### src/rhsi_series_cell.sv
// one arctangent series term: divide the power by its odd index, accumulate, next power
module rhsi_series_cell #(
  parameter int FW = 16,
  parameter int K  = 0,
  parameter int CW = 1
) (
  input  logic          clk,
  input  logic          rst_n,
  input  logic          en,
  input  logic          vld_in,
  input  logic [FW-1:0] power_in,
  input  logic [FW-2:0] v2_in,
  input  logic [FW-1:0] sum_in,
  input  logic [CW-1:0] ctx_in,
  output logic          vld_r,
  output logic [FW-1:0] power_r,
  output logic [FW-2:0] v2_r,
  output logic [FW-1:0] sum_r,
  output logic [CW-1:0] ctx_r
);

  localparam int DIVISOR = 2 * K + 1;
  localparam int SH      = FW + 5;
  localparam int MW      = FW + 6;
  localparam int PTW     = FW + MW;
  localparam int PPW     = 2 * FW - 1;
  localparam logic [MW-1:0] RECIP =
    MW'(((64'd1 << SH) + 64'(DIVISOR) - 64'd1) / 64'(DIVISOR));
  localparam bit NEG = (K % 2) == 1;

  logic           vld_a_r;
  logic [PTW-1:0] pt_a_r;
  logic [PPW-1:0] pp_a_r;
  logic [FW-1:0]  sum_a_r;
  logic [FW-2:0]  v2_a_r;
  logic [CW-1:0]  ctx_a_r;

  logic [PTW-1:0] pt_nxt;
  logic [PPW-1:0] pp_nxt;
  logic [FW-1:0]  term;
  logic [FW-1:0]  sum_nxt;

  // reciprocal product for the term and product for the next power
  assign pt_nxt = PTW'(power_in) * PTW'(RECIP);
  assign pp_nxt = PPW'(power_in) * PPW'(v2_in);

  // term and running sum with alternating sign
  assign term    = pt_a_r[SH +: FW];
  assign sum_nxt = NEG ? (sum_a_r - term) : (sum_a_r + term);

  // valids of both stages
  always_ff @(posedge clk) begin
    if (!rst_n) begin
      vld_a_r <= 1'b0;
      vld_r   <= 1'b0;
    end else if (en) begin
      vld_a_r <= vld_in;
      vld_r   <= vld_a_r;
    end
  end

  // multiply stage then accumulate stage
  always_ff @(posedge clk) begin
    if (en) begin
      pt_a_r  <= pt_nxt;
      pp_a_r  <= pp_nxt;
      sum_a_r <= sum_in;
      v2_a_r  <= v2_in;
      ctx_a_r <= ctx_in;
      sum_r   <= sum_nxt;
      power_r <= FW'(pp_a_r >> FW);
      v2_r    <= v2_a_r;
      ctx_r   <= ctx_a_r;
    end
  end

endmodule
### config.mk
export PLATFORM = sky130hd
export DESIGN_NAME = rhsi_series_cell
export DESIGN_NICKNAME = d
export VERILOG_FILES = /design/src/rhsi_series_cell.sv
export SDC_FILE = /design/constraint.sdc
export NUM_CORES = 1
export LEC_CHECK = 0
export BUFFER_PORTS_ARGS = -buffer_cell sky130_fd_sc_hd__buf_2
export CORE_MARGIN = 3
export CORE_UTILIZATION = 50
export DETAILED_ROUTE_END_ITERATION = 10
export GPL_ROUTABILITY_DRIVEN = 0
export PLACE_DENSITY = 0.69
export SETUP_SLACK_MARGIN = 0.2
export SYNTH_ARGS = -nofsm -noshare
export SYNTH_HDL_FRONTEND = slang
export SYNTH_SLANG_ARGS = --single-unit
### constraint.sdc
create_clock -name clk -period 6.2 [get_ports clk]
set_input_delay 0 -clock clk [delete_from_list [all_inputs] [get_ports clk]]
set_output_delay 0 -clock clk [all_outputs]
set_load 0.03 [all_outputs]
Yosys cells after proc, flatten, opt, wreduce, memory -nomap -nowiden
Index checks and enable logic that the tools add are counted.
- bits in latches: 0
- flip-flop bits (word level): 128
- input port bits: 52
- RAM bits: 0
- memory bits (read-only): 0
- word-level logic and storage cells: 13
- memories: 0
- reductions and logical operators: 0
- muxes and demuxes: 0
- eq/ne operators: 0
- bitwise logic cells: 0
- add/sub/neg operators: 1
- multipliers: 1
- magnitude comparators: 0
- divide/modulo/power cells: 0
- shift operators: 0
- operator list (cell ; number):
    16-bit by 15-bit multiplier with 31-bit output ; 1
    16-bit adder ; 1

Logic depth before layout (Yosys ltp)
- depth in word-level cells: 1
- depth in mapped cells: 22

Least setup slack after synthesis
OpenSTA, ideal clock, no wires.
- path kind: input port to flip-flop
- start point: input port power_in[11]
- end point: register pp_a_r[23], data pin
- data required time: 5.935 ns
- path buffers: 1
- library setup time: 0.265 ns
- path slack: 0.888 ns
- data arrival time: 5.047 ns
- stages: 19
- cell sequence: clkbuf_1 -> and2_1 -> fa_1 -> inv_1 -> fa_1 -> inv_1 -> fa_1 -> fa_1 -> fa_1 -> inv_1 -> fa_1 -> inv_1 -> ha_1 -> a2111oi_2 -> o21ai_1 -> o211a_1 -> o21a_4 -> or2_4 -> xor2_1
- cells in the longest elaborated chain, start to end: 1
- ends and longest elaborated chain (element ; line ; source):
    from (decl) ; 11 ; input logic [FW-1:0] power_in,
    16-bit by 15-bit multiplier with 31-bit output ; 45 ; assign pp_nxt = PPW'(power_in) * PPW'(v2_in);
    net pp_nxt[23] ; 39 ; logic [PPW-1:0] pp_nxt;
    to (signal assigned) ; 66 ; pp_a_r <= pp_nxt;
    to (decl) ; 33 ; logic [PPW-1:0] pp_a_r;
The timed path passes the listed nets, and every way through them passes these cells.
A chain may end at the register's enable or synchronous reset.

Final worst setup path
- start point: input port v2_in[0]
- end point: register pp_a_r[23], data pin
- cells in the longest elaborated chain, start to end: 1
- ends and longest elaborated chain (element ; line ; source):
    from (decl) ; 12 ; input logic [FW-2:0] v2_in,
    16-bit by 15-bit multiplier with 31-bit output ; 45 ;
    net pp_nxt[23] ; 39 ;
The timed path passes the listed nets, and every way through them passes these cells.

==> metrics.cfg <==
[status]
status=finished, final reports clean

[power]
p_leak_nw=6.18
vdd_drop_max_v=0.000563
switching_power_w=0.00297
power_frac_clock_pct=9.5
swShare_pct=46.6
internal_power_w=0.00341
power_frac_comb_pct=71.6
p_per_area_nw_per_um2=495
power_frac_seq_pct=18.9

[floorplan]
rows=55
die_h_um=158
die_area_um2=25100
die_w_um=158
core-area_um2=22700
ios=101
start_util_pct=51.1

[cells_and_area]
design_area_um2=12900
drive_gt1_share_pct=11.2
final_cell_mix=inv_1, fa_1, and2_1
layout_commonest_cell=inv_1
diodes=0
layout.nets=1490
syn_to_final_growth_pct=10.9

[synthesis]
synthesis.nets=1390
syn_area_per_cell_um2=11.1
synthesis.area_um2=11600
ys.flop_type=edfxtp_1
yosysSeqAreaShare_pct=28.8
async_flop_share_pct=0
yosys_warnings=0
synth_edf_count=110
syn_inst=1051
ys_seq_elements=112
synth.distinct_cells=50

[sta]
setup-violations-final=0
hold_viol_final=0
rsz0062_at_grt=false
min_period_ns=5.80
tns_ns=0
relSlewSlack_pct=38.4
finClkSkew_ns=0.00856
fmax_mhz=172
finalWorstSetupSlack_ns=0.397
tightestPinTransition_ns=0.923
hold_ws_ns=0.0284
finalMaxSlewViolations=0
period_share_pct=93.6

[worst_setup_path]
crit_arrival_ns=5.91
cp_slowest_stage_delay_ns=0.54
startpoint_type=primary input
worstSetupEndpointType=register
worstPathCellList=dlygate4sd3_1, buf_4, and2_1, fa_1, inv_1, fa_1, inv_1, fa_1, fa_1, fa_1, inv_1, fa_1, inv_1, ha_1, a2111oi_4, o21ai_1, o211a_1, o21a_4, or2_4, xor2_1
cpMostUsedCell=fa_1
cp_max_fo=16
critPathRequiredTime_ns=6.31
slowest_stage=dlygate4sd3_1
crit_type=primary input to register

[clocking]
clk-insertion-delay-late_ns=0.36
path_clk_slew_ns=0.08
root_buffer=clkbuf_16
cts_tree=yes
cts_max_path_buffers=2
h-tree-depth=3
numCtsBuffers=9
cts_sinks=112

[route]
drt_pass1_iterations=4
drt-initial-drc-count=388
drt-total-wl_um=23500
ant_nets=0
vias=7493
vias_per_cell=5.20
routedWlPerCell_um=16.3
drc=0

[placed_design]
port_buffers=99
dpl-instance-area_um2=12400
hpwl_um=18500
pre_cts_slack_ns=0.529

[global_routing]
grt_max_degree=76
antenna_found_initial=0
grt_pass1_wl_um=39700
grt.total_usage_pct=20.1
grt_pass1_vias=7881
overflow=0

[worst_hold_path]
hold_class=primary input to register

[run]
cap_violations=0

==> stage by stage <==
stage | cells | util [%] | power, W
3_5_place_dp | 1405 | 54.4 | 0.00570
4_1_cts | 1441 | 56.6 | 0.00641
3_3_place_gp | 1405 | 54.4 | 0.00565
6_report | 1441 | 56.7 | 0.00638
5_1_grt | 1441 | 56.7 | 0.00709
2_1_floorplan | 1051 | - | 0.00468
==> synth_stat cells, drive strengths merged (2+ instances only) <==
master / n / area (µm²)
a211o: 2 / 17.5
a211oi: 7 / 72.6
a21o: 15 / 113
a21oi: 20 / 100
a221oi: 2 / 17.5
a31o: 2 / 17.5
and2: 140 / 876
and3: 8 / 50.1
clkbuf: 32 / 120
dfxtp: 2 / 40.0
edfxtp: 110 / 3300
fa: 180 / 3600
ha: 107 / 1340
inv: 202 / 758
mux2i: 2 / 20.0
nand2: 108 / 405
nand2b: 2 / 12.5
nand3: 5 / 25.0
nand4: 5 / 31.3
nor2: 16 / 60.1
nor2b: 4 / 25.0
nor3: 6 / 30.0
o211ai: 2 / 15.0
o21a: 2 / 22.5
o21ai: 20 / 100
o21bai: 3 / 22.5
or2: 3 / 21.3
xnor2: 19 / 166
xor2: 9 / 78.8
==> timing repair <==
action / in CTS / in global routing
resized for setup: 0 / 4
buffers inserted: 0 / 0
endpoints found under the setup margin: 0 / 8
endpoints found under the hold margin: 20 / 0
hold buffers: 20 / 0
==> critical path, delay by kind of cell <==
kind	cells	cell delay, ns
buf+inv	6	0.92
compound gates	4	1.02
xor+xnor	1	0.14
fa+ha+maj	7	3.37
simple gates	2	0.43
==> power by group through the flow <==
stage	registers (W)	logic (W)	clock network (W)
finish	0.00121	0.00457	0.000608
global route	0.00122	0.00522	0.000650
CTS	0.00121	0.00457	0.000625
detailed placement	0.00122	0.00448	0
global placement	0.00122	0.00443	0
floorplan	0.00132	0.00336	0
==> final cells by class <==
cell class	count	area, µm²
Timing Repair Buffer	122	723
Fill cell	1941	9830
Clock buffer	9	225
Multi-Input combinational cell	704	7400
Inverter	202	758
Clock inverter	7	73.8
Tap cell	285	357
Sequential cell	112	3340
==> sequential cells by signal, summed over array words and instances (netlist names) <==
name and flops:
vld_a_r 1, ctx_a_r 1, power_r 15, vld_r 1, pp_a_r 15, v2_r 15, ctx_r 1, v2_a_r 15
sum_r 16, sum_a_r 16, pt_a_r 16
==> path summary, 6_finish.rpt <==
path,start,endpoint,slack (ns),cells after the start
hold / removal,v2_in[2],v2_a_r[2],0.03,1
setup reg to reg,sum_a_r[0],sum_r[12],3.68,10
setup / recovery,v2_in[0],pp_a_r[23],0.40,20
hold reg to reg,pp_a_r[25],power_r[9],0.42,0
==> per-layer routing <==
metal	vias to the layer above	GRT usage [%]	share of wire (%)
met5	-	0	0
met4	0	4.34	1.4
met3	19	3.81	5.0
met2	184	32.0	47
met1	3781	29.1	47
li1	3509	-	-
==> cells by family after synthesis <==
| family | share of synthesized area, % |
|---|---|
| AND/OR/NAND/NOR | 13.4 |
| adder cells (fa/ha/maj) | 42.6 |
| buffers and inverters | 7.63 |
| flip-flops | 28.8 |
| AO/OA/AOI/OAI | 5.29 |
| XOR/XNOR | 2.11 |
| multiplexers | 0.172 |
| other | 0.0323 |
Power figures use the tool's default switching activity.
