## src/rhsi_div_cell.sv

```systemverilog
// one restoring division step: shift in a dividend bit, compare, subtract
module rhsi_div_cell #(
  parameter int RW = 10,
  parameter int NC = 7,
  parameter int CW = 1
) (
  input  logic          clk,
  input  logic          rst_n,
  input  logic          en,
  input  logic          vld_in,
  input  logic [RW-1:0] rem_in,
  input  logic [RW-1:0] den_in,
  input  logic [NC-1:0] bits_in,
  input  logic [NC-1:0] quot_in,
  input  logic [CW-1:0] ctx_in,
  output logic          vld_r,
  output logic [RW-1:0] rem_r,
  output logic [RW-1:0] den_r,
  output logic [NC-1:0] bits_r,
  output logic [NC-1:0] quot_r,
  output logic [CW-1:0] ctx_r
);

  logic [RW:0] rem_s;
  logic [RW:0] diff;
  logic        ge;

  // trial subtract of the divisor
  assign rem_s = {rem_in, bits_in[NC-1]};
  assign diff  = rem_s - {1'b0, den_in};
  assign ge    = rem_s >= {1'b0, den_in};

  // stage valid
  always_ff @(posedge clk) begin
    if (!rst_n) begin
      vld_r <= 1'b0;
    end else if (en) begin
      vld_r <= vld_in;
    end
  end

  // stage payload
  always_ff @(posedge clk) begin
    if (en) begin
      rem_r  <= ge ? diff[RW-1:0] : rem_s[RW-1:0];
      den_r  <= den_in;
      bits_r <= {bits_in[NC-2:0], 1'b0};
      quot_r <= {quot_in[NC-2:0], ge};
      ctx_r  <= ctx_in;
    end
  end

endmodule

```

## src/rhsi_div_chain.sv

```systemverilog
// row of division cells, one quotient bit per cell
module rhsi_div_chain #(
  parameter int RW = 10,
  parameter int NC = 7,
  parameter int CW = 1
) (
  input  logic          clk,
  input  logic          rst_n,
  input  logic          en,
  input  logic          vld_in,
  input  logic [RW-1:0] rem_in,
  input  logic [RW-1:0] den_in,
  input  logic [NC-1:0] bits_in,
  input  logic [CW-1:0] ctx_in,
  output logic          vld_out,
  output logic [NC-1:0] quot_out,
  output logic [CW-1:0] ctx_out
);

  logic          vld_w  [NC+1];
  logic [RW-1:0] rem_w  [NC+1];
  logic [RW-1:0] den_w  [NC+1];
  logic [NC-1:0] bits_w [NC+1];
  logic [NC-1:0] quot_w [NC+1];
  logic [CW-1:0] ctx_w  [NC+1];

  // head of the row
  assign vld_w[0]  = vld_in;
  assign rem_w[0]  = rem_in;
  assign den_w[0]  = den_in;
  assign bits_w[0] = bits_in;
  assign quot_w[0] = '0;
  assign ctx_w[0]  = ctx_in;

  for (genvar i = 0; i < NC; i++) begin : g_cell
    rhsi_div_cell #(
      .RW(RW),
      .NC(NC),
      .CW(CW)
    ) u_cell (
      .clk    (clk),
      .rst_n  (rst_n),
      .en     (en),
      .vld_in (vld_w[i]),
      .rem_in (rem_w[i]),
      .den_in (den_w[i]),
      .bits_in(bits_w[i]),
      .quot_in(quot_w[i]),
      .ctx_in (ctx_w[i]),
      .vld_r  (vld_w[i+1]),
      .rem_r  (rem_w[i+1]),
      .den_r  (den_w[i+1]),
      .bits_r (bits_w[i+1]),
      .quot_r (quot_w[i+1]),
      .ctx_r  (ctx_w[i+1])
    );
  end

  // tail of the row
  assign vld_out  = vld_w[NC];
  assign quot_out = quot_w[NC];
  assign ctx_out  = ctx_w[NC];

endmodule

```

## config.mk

```make
export PLATFORM = sky130hd
export DESIGN_NAME = rhsi_div_chain
export DESIGN_NICKNAME = d
export VERILOG_FILES = /design/src/rhsi_div_cell.sv /design/src/rhsi_div_chain.sv
export SDC_FILE = /design/constraint.sdc
export NUM_CORES = 1
export LEC_CHECK = 0
export BUFFER_PORTS_ARGS = -buffer_cell sky130_fd_sc_hd__clkbuf_2
export CAP_MARGIN = 20
export CORE_MARGIN = 2
export CORE_UTILIZATION = 51
export DETAILED_ROUTE_END_ITERATION = 8
export PLACE_DENSITY = 0.68
export SYNTH_ARGS = -nofsm -noshare
export SYNTH_HDL_FRONTEND = slang
export SYNTH_HIERARCHICAL = 1
export SYNTH_SLANG_ARGS = --single-unit
```

## constraint.sdc

```tcl
create_clock -name clk -period 2.5 [get_ports clk]
set_input_delay 0.25 -clock clk [delete_from_list [all_inputs] [get_ports clk]]
set_output_delay 0.25 -clock clk [all_outputs]
set_load 0.1 [all_outputs]
```

### Word-level counts from Yosys, hierarchy flattened

Cells that the tools add are included.
Widths: inputs -> output; s select.

* register bits after elaboration: 183
* latch bits: 0
* bits in writable memories: 0
* ROM bits: 0
* bits of input ports: 32
* output and inout port bits: 9
* word-level logic and storage cells: 58
* memories: 0

* $add $sub $neg: 6
* multiply operators: 0
* div/mod/pow operators: 0
* $lt $le $gt $ge: 7
* equality and inequality tests: 0
* shift operators: 0
* muxes and demuxes: 6
* bitwise logic cells: 0
* reductions and logical operators: 0

Operators with widths (count)
* $ge 11x10->1: 7
* $mux 10: 6
* $sub 10x10->10: 6

### Logic depth before layout (Yosys ltp)

Gate-level depths: netlist of the first run.

* depth in word-level cells: 2
* depth in mapped cells: 9
* mapped depth without buffers: 9

### Hierarchy

Netlist of the first run, hierarchy kept.

By module, submodules not included
* rhsi_div_cell (g_cell[1].u_cell ...): times used 6, cells each 114, area each 1691.6 um^2, sequential area each 1041.0 um^2
* rhsi_div_cell (g_cell[0].u_cell): times used 1, cells each 128, area each 1737.9 um^2, sequential area each 1041.0 um^2
* rhsi_div_chain: times used 1, cells each 1, area each 3.8 um^2, sequential area each 0.0 um^2

### Worst setup path after synthesis of the first run

Ideal clock, no wire load.

* kind: register to register
* from: register g_cell[0].u_cell.bits_r[6]
* to: register g_cell[1].u_cell.rem_r[8] (data pin)
* library setup time: 0.260 ns
* arrival: 1.953 ns
* required time: 2.240 ns
* setup slack: 0.287 ns
* stages on the path, launching flop included: 10
* buffers on the path: 0
* clock period less this slack: 2.213 ns
* path through: edfxtp_1 -> inv_1 -> ha_1 -> inv_1 -> fa_1 -> a211oi_1 -> o21bai_1 -> a221oi_1 -> xnor2_1 -> mux2_4

* cells in the longest elaborated chain, start to end: 2
* elaborated cells on any way between the ends: 3

Ends and longest elaborated chain
* start: declaration: RTL line rhsi_div_cell.sv:19 `output logic [NC-1:0] bits_r,`
* start signal: assignment: RTL line rhsi_div_cell.sv:47 `bits_r <= {bits_in[NC-2:0], 1'b0};`
* $sub 10x10->10 / $ge 11x10->1 (equally long branches): RTL line rhsi_div_cell.sv:30, rhsi_div_cell.sv:31
* $mux 10 (*): RTL line rhsi_div_cell.sv:45 `rem_r <= ge ? diff[RW-1:0] : rem_s[RW-1:0];`
* end signal: assignment: RTL line rhsi_div_cell.sv:45
* end: declaration: RTL line rhsi_div_cell.sv:17 `output logic [RW-1:0] rem_r,`

Every way passes the cells marked *; elsewhere a longest branch is shown, timed or not.
A chain may end at the register's enable or synchronous reset.

### Worst setup path after layout of the first run

* from: register g_cell[0].u_cell.rem_r[1]
* to: register g_cell[1].u_cell.rem_r[7] (data pin)

* cells in the longest elaborated chain, start to end: 2
* elaborated cells on any way between the ends: 3

Ends and longest elaborated chain
* start: declaration: RTL line rhsi_div_cell.sv:17
* start signal: assignment: RTL line rhsi_div_cell.sv:45
* $ge 11x10->1: RTL line rhsi_div_cell.sv:31 `assign ge = rem_s >= {1'b0, den_in};`
* named net g_cell[1].u_cell.ge: RTL line rhsi_div_cell.sv:26 `logic ge;`
* $mux 10: RTL line rhsi_div_cell.sv:45

The timed path passes the listed nets, and every way through them passes these cells.

==> results of run 1 <==
[timing repair]
item,4_1_cts,5_1_grt
pin swaps,0,5
gates cloned,0,0
endpoints found under the setup margin,1,28
gates resized for setup,2,12
hold buffers,10,0
endpoints found under the hold margin,10,0
[path summary, 6_finish.rpt]
check | startpoint | end | slack, ns | depth (start not counted)
worst min-delay path | den_in[2] | g_cell[0].u_cell/den_r[2] | 0.02 | 1
worst max register to register | g_cell[0].u_cell/rem_r[1] | g_cell[1].u_cell/rem_r[7] | 0.07 | 7
worst max-delay path | g_cell[0].u_cell/rem_r[1] | g_cell[1].u_cell/rem_r[7] | 0.07 | 7
worst min register to register | g_cell[0].u_cell/ctx_r | g_cell[1].u_cell/ctx_r | 0.41 | 0
[power breakdown]
part           internal [mW]  total, mW  switching [mW]
combinational           2.14       4.25            2.11
clock                   1.42       2.63            1.21
sequential              4.15       4.41           0.266
total                   7.70       11.3            3.59
[cell type report]
type | instances | share of cell area
clock buffers | 18 | 0.0390
multi-input cells | 420 | 0.353
flip-flops and latches | 183 | 0.493
well taps | 234 | 0.0266
repair buffers | 63 | 0.0401
inverters | 95 | 0.0338
clock inverters | 14 | 0.0147
[sequential cells by signal (all words and copies together), names as in the netlist]
| name | count |
|---|---|
| g_cell.u_cell/bits_r | 21 |
| g_cell.u_cell/ctx_r | 7 |
| g_cell.u_cell/den_r | 60 |
| g_cell.u_cell/quot_r | 28 |
| g_cell.u_cell/rem_r | 60 |
| g_cell.u_cell/vld_r | 7 |
[through the flow]
stage / power, mW / util / instance area (µm²)
after floorplan: 7.78 / - / 9620
after global placement: 8.54 / 0.551 / 10200
after detailed placement: 8.64 / 0.551 / 10200
after CTS: 11.3 / 0.589 / 10900
after global routing: 11.9 / 0.592 / 11000
final: 11.3 / 0.592 / 11000
[routing by layer]
metal,vias up,routed length [µm],GRT usage
li1,2750,-,-
met1,2668,6040,0.162
met2,73,9860,0.371
met3,34,296,0.0378
met4,0,660,0.0900
met5,-,0,0
[worst max-delay path, cell delays in order (launching register included)]
cell	delay [ns]
edfxtp_1	0.40
ha_1	0.40
a21oi_1	0.25
nand2_1	0.17
a211oi_4	0.31
o21a_4	0.22
inv_4	0.09
mux2_4	0.31
==> metrics.cfg, run 1 <==
[floorplanning]
core_area_um2 = 18600
die_y_um = 141
die_x_um = 141
start_util = 0.518
dieArea_um2 = 20000
rows = 50
io_pins = 41

[place]
hpwl_um = 13000
dp.cells = 985
pre_cts_ws_ns = 0.0348
gp_congestion = 0.938
portBuffers = 40

[clock_network]
clk_pin_slew_ns = 0.08
cts_tree = built
post-cts-setup-buffer-count = 0
clock_sinks = 183
cts_htree_levels = 4
clock_path_buffers = 2
cts_buffers = 17
cts_root_buffer = clkbuf_16
clock_latency_ns = 0.43

[detailed_routing]
vias_per_cell = 5.38
drc = 0
routedWlPerCell_um = 16.4
dr.first_iter.drc_count = 273
ant_nets = 0
vias = 5525
dr.pass1.iters = 4
routed_wl_um = 16900

[pwr]
p_leak_nw = 4.55
p_per_area_nw_per_um2 = 1030
vdd_ir_drop_max_v = 0.000543

[worst_setup_path]
cp-start-kind = flop
worstPathRequired_ns = 2.67
cp_max_fo = 8
arrival_ns = 2.60
critical_path_class = flop to flop
crit_path_end_kind = flop

[timing]
tns_ns = 0
fin_skew_ns = 0.0126
rsz0062_at_grt = false
period_share = 0.972
timing.fmax_mhz = 412
fin_crit_ns = 2.43
final.setup.worst_slack_ns = 0.0700
finalHoldViolCount = 0
maxSlewViolCount = 0
worst_slew_pin_slew_ns = 0.550
slew_headroom = 0.635
finalSetupViolCount = 0
worst_hold_slack_ns = 0.0201

[min_path]
hold_class = input port to flop

[layout]
most-common-layout-cells = edfxtp_1, inv_1, ha_1
fillers = 1425
area_delta_synth_final_pct = 14.3
fin_cells = 1027
seqCellArea_um2 = 5430
antennaDiodeCount = 0
final_common_cell = edfxtp_1
drive_gt1_frac = 0.222
fin_nets = 888
multi_input_area_um2 = 3880

[grt]
grt_max_degree = 52
antenna_found_initial = 0
grt-ovfl-total = 0
grt_pass1_vias = 5923
grt_pass1_wl_um = 27500
track_usage = 0.180

[synth]
synthCells = 700
avgSynthCellArea_um2 = 13.7
yosys_warnings = 6
syn_area_um2 = 9620
synth_fp_nets = 808

[status]
status = finished, final reports clean

[job]
maxCapViolations = 0

Note: power is estimated with default switching activity, not from simulation.
==> run 2: changes to the inputs <==
SETUP_SLACK_MARGIN = 0.5   (was not set)
==> metrics.cfg, run 2 (same netlist as run 1, synthesis figures left out) <==
[worst_setup_path]
r2r-start = g_cell[1].u_cell/bits_r[6]  ; was g_cell[0].u_cell/rem_r[1]
worstPathRequired_ns = 2.68  ; was 2.67 ns
critical_path_class = flop to flop  ; unchanged
path_cells = inv_2 > ha_4 > inv_1 > fa_2 > a211oi_4 > o21bai_2 > a221oi_2 > xnor2_1 > mux2_4  ; was ha_1 > a21oi_1 > nand2_1 > a211oi_4 > o21a_4 > inv_4 > mux2_4
slowest_delay_ns = 0.39  ; was 0.40 ns
cp-start-kind = flop  ; unchanged
cp_top_family = compound AO/OA/AOI/OAI gates  ; unchanged
arrival_ns = 2.44  ; was 2.60 ns
timing.rr.end = g_cell[2].u_cell/rem_r[8]  ; was g_cell[1].u_cell/rem_r[7]
crit_path_end_kind = flop  ; unchanged
cp_max_fo = 2  ; was 8
critPathSlowestCell = edfxtp_1  ; unchanged
rr_worst_depth = 9  ; was 7
path_buf_inv = 2  ; was 1
r2r_slack_ns = 0.24  ; was 0.07 ns

[timing]
worst_slew_pin_slew_ns = 0.541  ; was 0.550 ns
maxSlewViolCount = 0  ; unchanged
period_share = 0.903  ; was 0.972
slew_headroom = 0.641  ; was 0.635
finalHoldViolCount = 0  ; unchanged
final.setup.worst_slack_ns = 0.241  ; was 0.0700 ns
fin_crit_ns = 2.26  ; was 2.43 ns
tns_ns = 0  ; unchanged
timing.fmax_mhz = 443  ; was 412 MHz
fin_skew_ns = 0.0104  ; was 0.0126 ns
rsz0062_at_grt = true  ; was false
finalSetupViolCount = 0  ; unchanged

[detailed_routing]
routed_wl_um = 19600  ; was 16,900 µm
routedWlPerCell_um = 17.4  ; was 16.4 µm
vias_per_cell = 5.39  ; was 5.38
vias = 6096  ; was 5,525
dr.pass1.iters = 6  ; was 4
drc = 0  ; unchanged
dr.first_iter.drc_count = 299  ; was 273
ant_nets = 0  ; unchanged

[layout]
fin_nets = 991  ; was 888
reg.largest.list = g_cell.u_cell/den_r (60), g_cell.u_cell/rem_r (60), g_cell.u_cell/quot_r (28)  ; unchanged
area_delta_synth_final_pct = 35.8  ; was 14.3%
drive_gt1_frac = 0.489  ; was 0.222
most-common-layout-cells = edfxtp_1, buf_4, inv_1  ; was edfxtp_1, inv_1, ha_1
final_common_cell = edfxtp_1  ; unchanged
antennaDiodeCount = 0  ; unchanged
fillers = 1224  ; was 1,425

[pwr]
p_per_area_nw_per_um2 = 1050  ; was 1030 nW/µm²
vdd_ir_drop_max_v = 0.000652  ; was 0.000543 V
p_leak_nw = 5.23  ; was 4.55 nW

[grt]
grt_max_degree = 64  ; was 52
grt_pass1_vias = 6421  ; was 5,923
antenna_found_initial = 0  ; unchanged
track_usage = 0.197  ; was 0.180
grt_pass1_wl_um = 30200  ; was 27,500 µm
grt-ovfl-total = 0  ; unchanged

[place]
hpwl_um = 13900  ; was 13,000 µm
gp_congestion = 1.01  ; was 0.938
pre_cts_ws_ns = 0.167  ; was 0.0348 ns
portBuffers = 40  ; unchanged

[floorplanning]
rows = 50  ; unchanged
io_pins = 41  ; unchanged
core_area_um2 = 18600  ; unchanged
dieArea_um2 = 20000  ; unchanged
die_y_um = 141  ; unchanged
die_x_um = 141  ; unchanged
start_util = 0.518  ; unchanged

[min_path]
whs_path_depth = 1  ; unchanged
hold_class = input port to flop  ; unchanged
hold_start = den_in[6]  ; was den_in[2]
min_to = g_cell[0].u_cell/den_r[6]  ; was g_cell[0].u_cell/den_r[2]

[status]
status = finished, final reports clean  ; unchanged

[clock_network]
clk_pin_slew_ns = 0.08  ; about the same
clock_sinks = 183  ; unchanged
clock_path_buffers = 2  ; unchanged
cts_root_buffer = clkbuf_16  ; unchanged
clock_latency_ns = 0.43  ; about the same
cts_htree_levels = 4  ; unchanged
cts_buffers = 17  ; unchanged
cts_tree = built  ; unchanged

[job]
maxCapViolations = 0  ; unchanged

## run 2: cell types whose count changed in the layout (fill, tap and decap cells not counted), moves of 15 or more
| cell | before | now |
|---|---|---|
| a21oi_1 | 33 | 17 |
| buf_4 | 10 | 97 |
| buf_6 | 1 | 16 |
| ha_1 | 70 | 20 |
| ha_4 | 0 | 48 |
| inv_1 | 89 | 56 |
| inv_2 | 0 | 33 |
| nand2_1 | 31 | 11 |
## run 2: what timing repair did
item	in CTS	in global routing
hold buffers	12	0
setup buffers	66	42
pin swaps	50	43
hold endpoints to repair	12	0
setup endpoints to repair	47	59
gates resized for setup	55	74
## run 2: worst max path at each step
stage	startpoint	to	slack [ns]	cells after the start
4_1_cts	g_cell[2].u_cell/bits_r[6]	g_cell[3].u_cell/rem_r[8]	0.24	9
5_1_grt	g_cell[4].u_cell/bits_r[6]	g_cell[5].u_cell/rem_r[8]	0.13	9
3_3_place_gp	den_in[4]	g_cell[0].u_cell/rem_r[1]	0.15	9
3_5_place_dp	den_in[4]	g_cell[0].u_cell/rem_r[1]	0.17	9
2_1_floorplan	g_cell[0].u_cell/bits_r[6]	g_cell[1].u_cell/rem_r[8]	0.43	9
6_report	g_cell[1].u_cell/bits_r[6]	g_cell[2].u_cell/rem_r[8]	0.24	9
## run 2: layout make-up
type,count,area [µm²],share of cell area
Sequential cell,183,5430,0.415
Multi-Input combinational cell,420,5080,0.389
Timing Repair Buffer,166,1260,0.0967
Clock buffer,17,425,0.0326
Inverter,95,397,0.0303
Tap cell,234,293,0.0224
Clock inverter,15,181,0.0139
## run 2: stage by stage
step / total power [mW] / cell area, µm² / cells / utilization / hold slack [ns]
after floorplan: 8.55 / 10400 / 700 / - / 0.349
after global routing: 14.3 / 13100 / 1130 / 0.703 / 0.00385
after detailed placement: 9.50 / 11000 / 978 / 0.592 / 0.405
after CTS: 13.0 / 12400 / 1088 / 0.669 / 0.000954
final: 13.7 / 13100 / 1130 / 0.703 / 0.0161
after global placement: 9.36 / 11000 / 978 / 0.592 / 0.400
## run 2: where the power goes
| part | internal (mW) | switching (mW) |
|---|---|---|
| registers | 4.16 | 0.388 |
| clock network | 1.44 | 1.27 |
| logic | 3.59 | 2.84 |
| total | 9.18 | 4.50 |
## run 2: routing by layer
layer  vias to the layer above  global-route usage  share of wire
met1                      2982               0.182           0.35
met5                         -                   0              0
met3                        47              0.0368          0.022
met2                       121               0.398           0.59
li1                       2946                   -              -
met4                         0               0.107          0.037
## run 2: worst register-to-register path: cells and delay by family (launching register included)
family                     cells  cell delay, ns
DFF                            1            0.39
xor gates and xnor gates       1            0.09
buffers and inverters          2            0.14
muxes                          1            0.25
adders and majority gates      2            0.49
AOI/OAI and AO/OA              3            0.64
==> run 3: changes to the inputs <==
ABC_AREA = 1   (was not set)
HOLD_SLACK_MARGIN = 0.12   (was not set)
PLACE_DENSITY = 0.67   (was 0.68)
==> metrics.cfg, run 3 <==
[grt]
antenna_found_initial = 0  ; unchanged
grt_pass1_wl_um = 33400  ; was 30,200 µm
grt_max_degree = 54  ; was 64
grt_pass1_vias = 7004  ; was 6,421
track_usage = 0.197  ; about the same
grt-ovfl-total = 0  ; unchanged

[timing]
finalSetupViolCount = 0  ; unchanged
finalHoldViolCount = 0  ; unchanged
fin_skew_ns = 0.00865  ; was 0.0104 ns
maxSlewViolCount = 0  ; unchanged
slew_headroom = 0.641  ; about the same
worst_slew_pin_slew_ns = 0.541  ; about the same
final.setup.worst_slack_ns = 0.545  ; was 0.241 ns
fin_crit_ns = 1.95  ; was 2.26 ns
rsz0062_at_grt = true  ; unchanged
tns_ns = 0  ; unchanged
timing.fmax_mhz = 512  ; was 443 MHz
period_share = 0.782  ; was 0.903

[floorplanning]
core_area_um2 = 20200  ; was 18,600 µm²
dieArea_um2 = 21700  ; was 20,000 µm²
die_y_um = 147  ; was 141 µm
start_util = 0.519  ; was 0.518
rows = 52  ; was 50
die_x_um = 147  ; was 141 µm
io_pins = 41  ; unchanged

[detailed_routing]
dr.first_iter.drc_count = 359  ; was 299
vias_per_cell = 4.89  ; was 5.39
routedWlPerCell_um = 14.2  ; was 17.4 µm
drc = 0  ; unchanged
wl_met2_um = 11200  ; was 11,600 µm
ant_nets = 0  ; unchanged
vias = 7127  ; was 6,096
wl_met3_um = 571  ; was 436 µm
routed_wl_um = 20700  ; was 19,600 µm
dr.pass1.iters = 4  ; was 6
met1_length_um = 8400  ; was 6930 µm
top_layer_used = met4  ; unchanged

[status]
status = finished, final reports clean  ; unchanged

[clock_network]
clock_path_buffers = 2  ; unchanged
cts_htree_levels = 4  ; unchanged
cts_root_buffer = clkbuf_16  ; unchanged
clock_latency_ns = 0.43  ; about the same
cts_tree = built  ; unchanged
cts_buffers = 17  ; unchanged
clk_pin_slew_ns = 0.07  ; was 0.08 ns
clock_sinks = 183  ; unchanged

[worst_setup_path]
cp_max_fo = 9  ; was 2
rr_worst_depth = 10  ; was 9
timing.rr.end = g_cell[2].u_cell/rem_r[3]  ; was g_cell[2].u_cell/rem_r[8]
slowest_delay_ns = 0.48  ; was 0.39 ns
path_buf_inv = 1  ; was 2
critical_path_class = flop to flop  ; unchanged
cp-start-kind = flop  ; unchanged
r2r-start = g_cell[1].u_cell/rem_r[3]  ; was g_cell[1].u_cell/bits_r[6]
worstPathRequired_ns = 2.67  ; was 2.68 ns
cp_top_family = simple AND/OR/NAND/NOR gates  ; was compound AO/OA/AOI/OAI gates
crit_path_end_kind = flop  ; unchanged
critPathSlowestCell = edfxtp_1  ; unchanged
r2r_slack_ns = 0.55  ; was 0.24 ns
path_cells = ha_4 > nand2_1 > nor2_2 > nand2_2 > nand2_2 > nand2_2 > nand2_8 > inv_2 > nand2_1 > nand2_1  ; was inv_2 > ha_4 > inv_1 > fa_2 > a211oi_4 > o21bai_2 > a221oi_2 > xnor2_1 > mux2_4
arrival_ns = 2.13  ; was 2.44 ns

[pwr]
clockPowerShare = 0.223  ; was 0.198
power.internal_mw = 7.23  ; was 9.18 mW
vdd_ir_drop_max_v = 0.000483  ; was 0.000652 V
p_leak_nw = 5.61  ; was 5.23 nW
p_sw_frac = 0.376  ; was 0.329
power_mw = 11.6  ; was 13.7 mW
combPwrFrac = 0.394  ; was 0.470
p_sw_mw = 4.35  ; was 4.50 mW
p_seq_frac = 0.384  ; was 0.332
p_per_area_nw_per_um2 = 944  ; was 1050 nW/µm²

[place]
place_area_um2 = 10900  ; was 11,000 µm²
portBuffers = 40  ; unchanged
hpwl_um = 15600  ; was 13,900 µm
pre_cts_ws_ns = 0.353  ; was 0.167 ns
gp_congestion = 0.930  ; was 1.01

[layout]
reg.largest.list = g_cell.u_cell/den_r (60), g_cell.u_cell/rem_r (60), g_cell.u_cell/quot_r (28)  ; unchanged
final_common_cell = nand2_1  ; was edfxtp_1
fin_nets = 1283  ; was 991
most-common-layout-cells = nand2_1, inv_1, edfxtp_1  ; was edfxtp_1, buf_4, inv_1
stdcell_area_um2 = 12300  ; was 13,100 µm²
area_delta_synth_final_pct = 17.3  ; was 35.8%
antennaDiodeCount = 0  ; unchanged
drive_gt1_frac = 0.220  ; was 0.489

[synth]
synth_fp_nets = 1191  ; was 808
avgSynthCellArea_um2 = 9.66  ; was 13.7 µm²
yosys_warnings = 6  ; unchanged
syn_area_um2 = 10500  ; was 9620 µm²
synthCells = 1083  ; was 700

[min_path]
hold_start = rem_in[6]  ; was den_in[6]
whs_path_depth = 3  ; was 1
min_to = g_cell[0].u_cell/rem_r[7]  ; was g_cell[0].u_cell/den_r[6]
hold_class = input port to flop  ; unchanged

[job]
maxCapViolations = 0  ; unchanged

-- run 3: per-stage QoR --
step | util | hold WS, ns | cells
floorplan | - | 0.343 | 1083
global placement | 0.543 | 0.401 | 1391
detailed placement | 0.543 | 0.405 | 1391
CTS | 0.587 | 0.123 | 1448
global route | 0.608 | 0.140 | 1458
finish | 0.608 | 0.142 | 1458
-- run 3: power groups by stage --
stage                     registers, mW  clock network [mW]  logic (mW)
after floorplan                    4.43                   0        3.30
final                              4.44                2.58        4.56
after detailed placement           4.45                   0        4.07
after global placement             4.44                   0        4.02
after CTS                          4.39                2.65        4.23
after global routing               4.49                2.77        5.12
-- run 3: how the worst max path moves through the flow --
stage                         startpoint  slack, ns                        end  depth (start not counted)
2_1_floorplan  g_cell[0].u_cell/rem_r[4]       0.75  g_cell[1].u_cell/rem_r[9]                         10
5_1_grt        g_cell[2].u_cell/den_r[8]       0.48  g_cell[3].u_cell/rem_r[9]                          9
3_5_place_dp   g_cell[1].u_cell/rem_r[3]       0.35  g_cell[2].u_cell/rem_r[3]                         10
4_1_cts        g_cell[1].u_cell/rem_r[3]       0.50  g_cell[2].u_cell/rem_r[4]                         10
6_report       g_cell[1].u_cell/rem_r[3]       0.55  g_cell[2].u_cell/rem_r[3]                         10
3_3_place_gp   g_cell[1].u_cell/rem_r[3]       0.36  g_cell[2].u_cell/rem_r[3]                          9
-- run 3: metal layers --
layer  track usage  vias up
met5             0        -
met4        0.0764        0
met3        0.0320       35
met2         0.370      122
met1         0.222     3273
li1              -     3697
-- run 3: repair_timing --
action | 4_1_cts | 5_1_grt
resized for setup | 10 | 53
pin swaps | 1 | 3
hold buffers | 22 | 0
cloned | 0 | 2
buffers inserted | 3 | 8
setup endpoints to repair | 43 | 49
hold endpoints to repair | 26 | 0
-- run 3: cell type report --
class,instances,area [µm²]
fill,1705,7900
sequential,183,5430
multi-input combinational,703,4600
inverter,192,728
timing repair buffer,78,599
clock buffer,17,425
tap,270,338
clock inverter,15,155
-- run 3: tightest hold or removal path: stages --
cell      delay (ns)
clkbuf_2        0.10
nand2_1         0.06
nand2_1         0.06
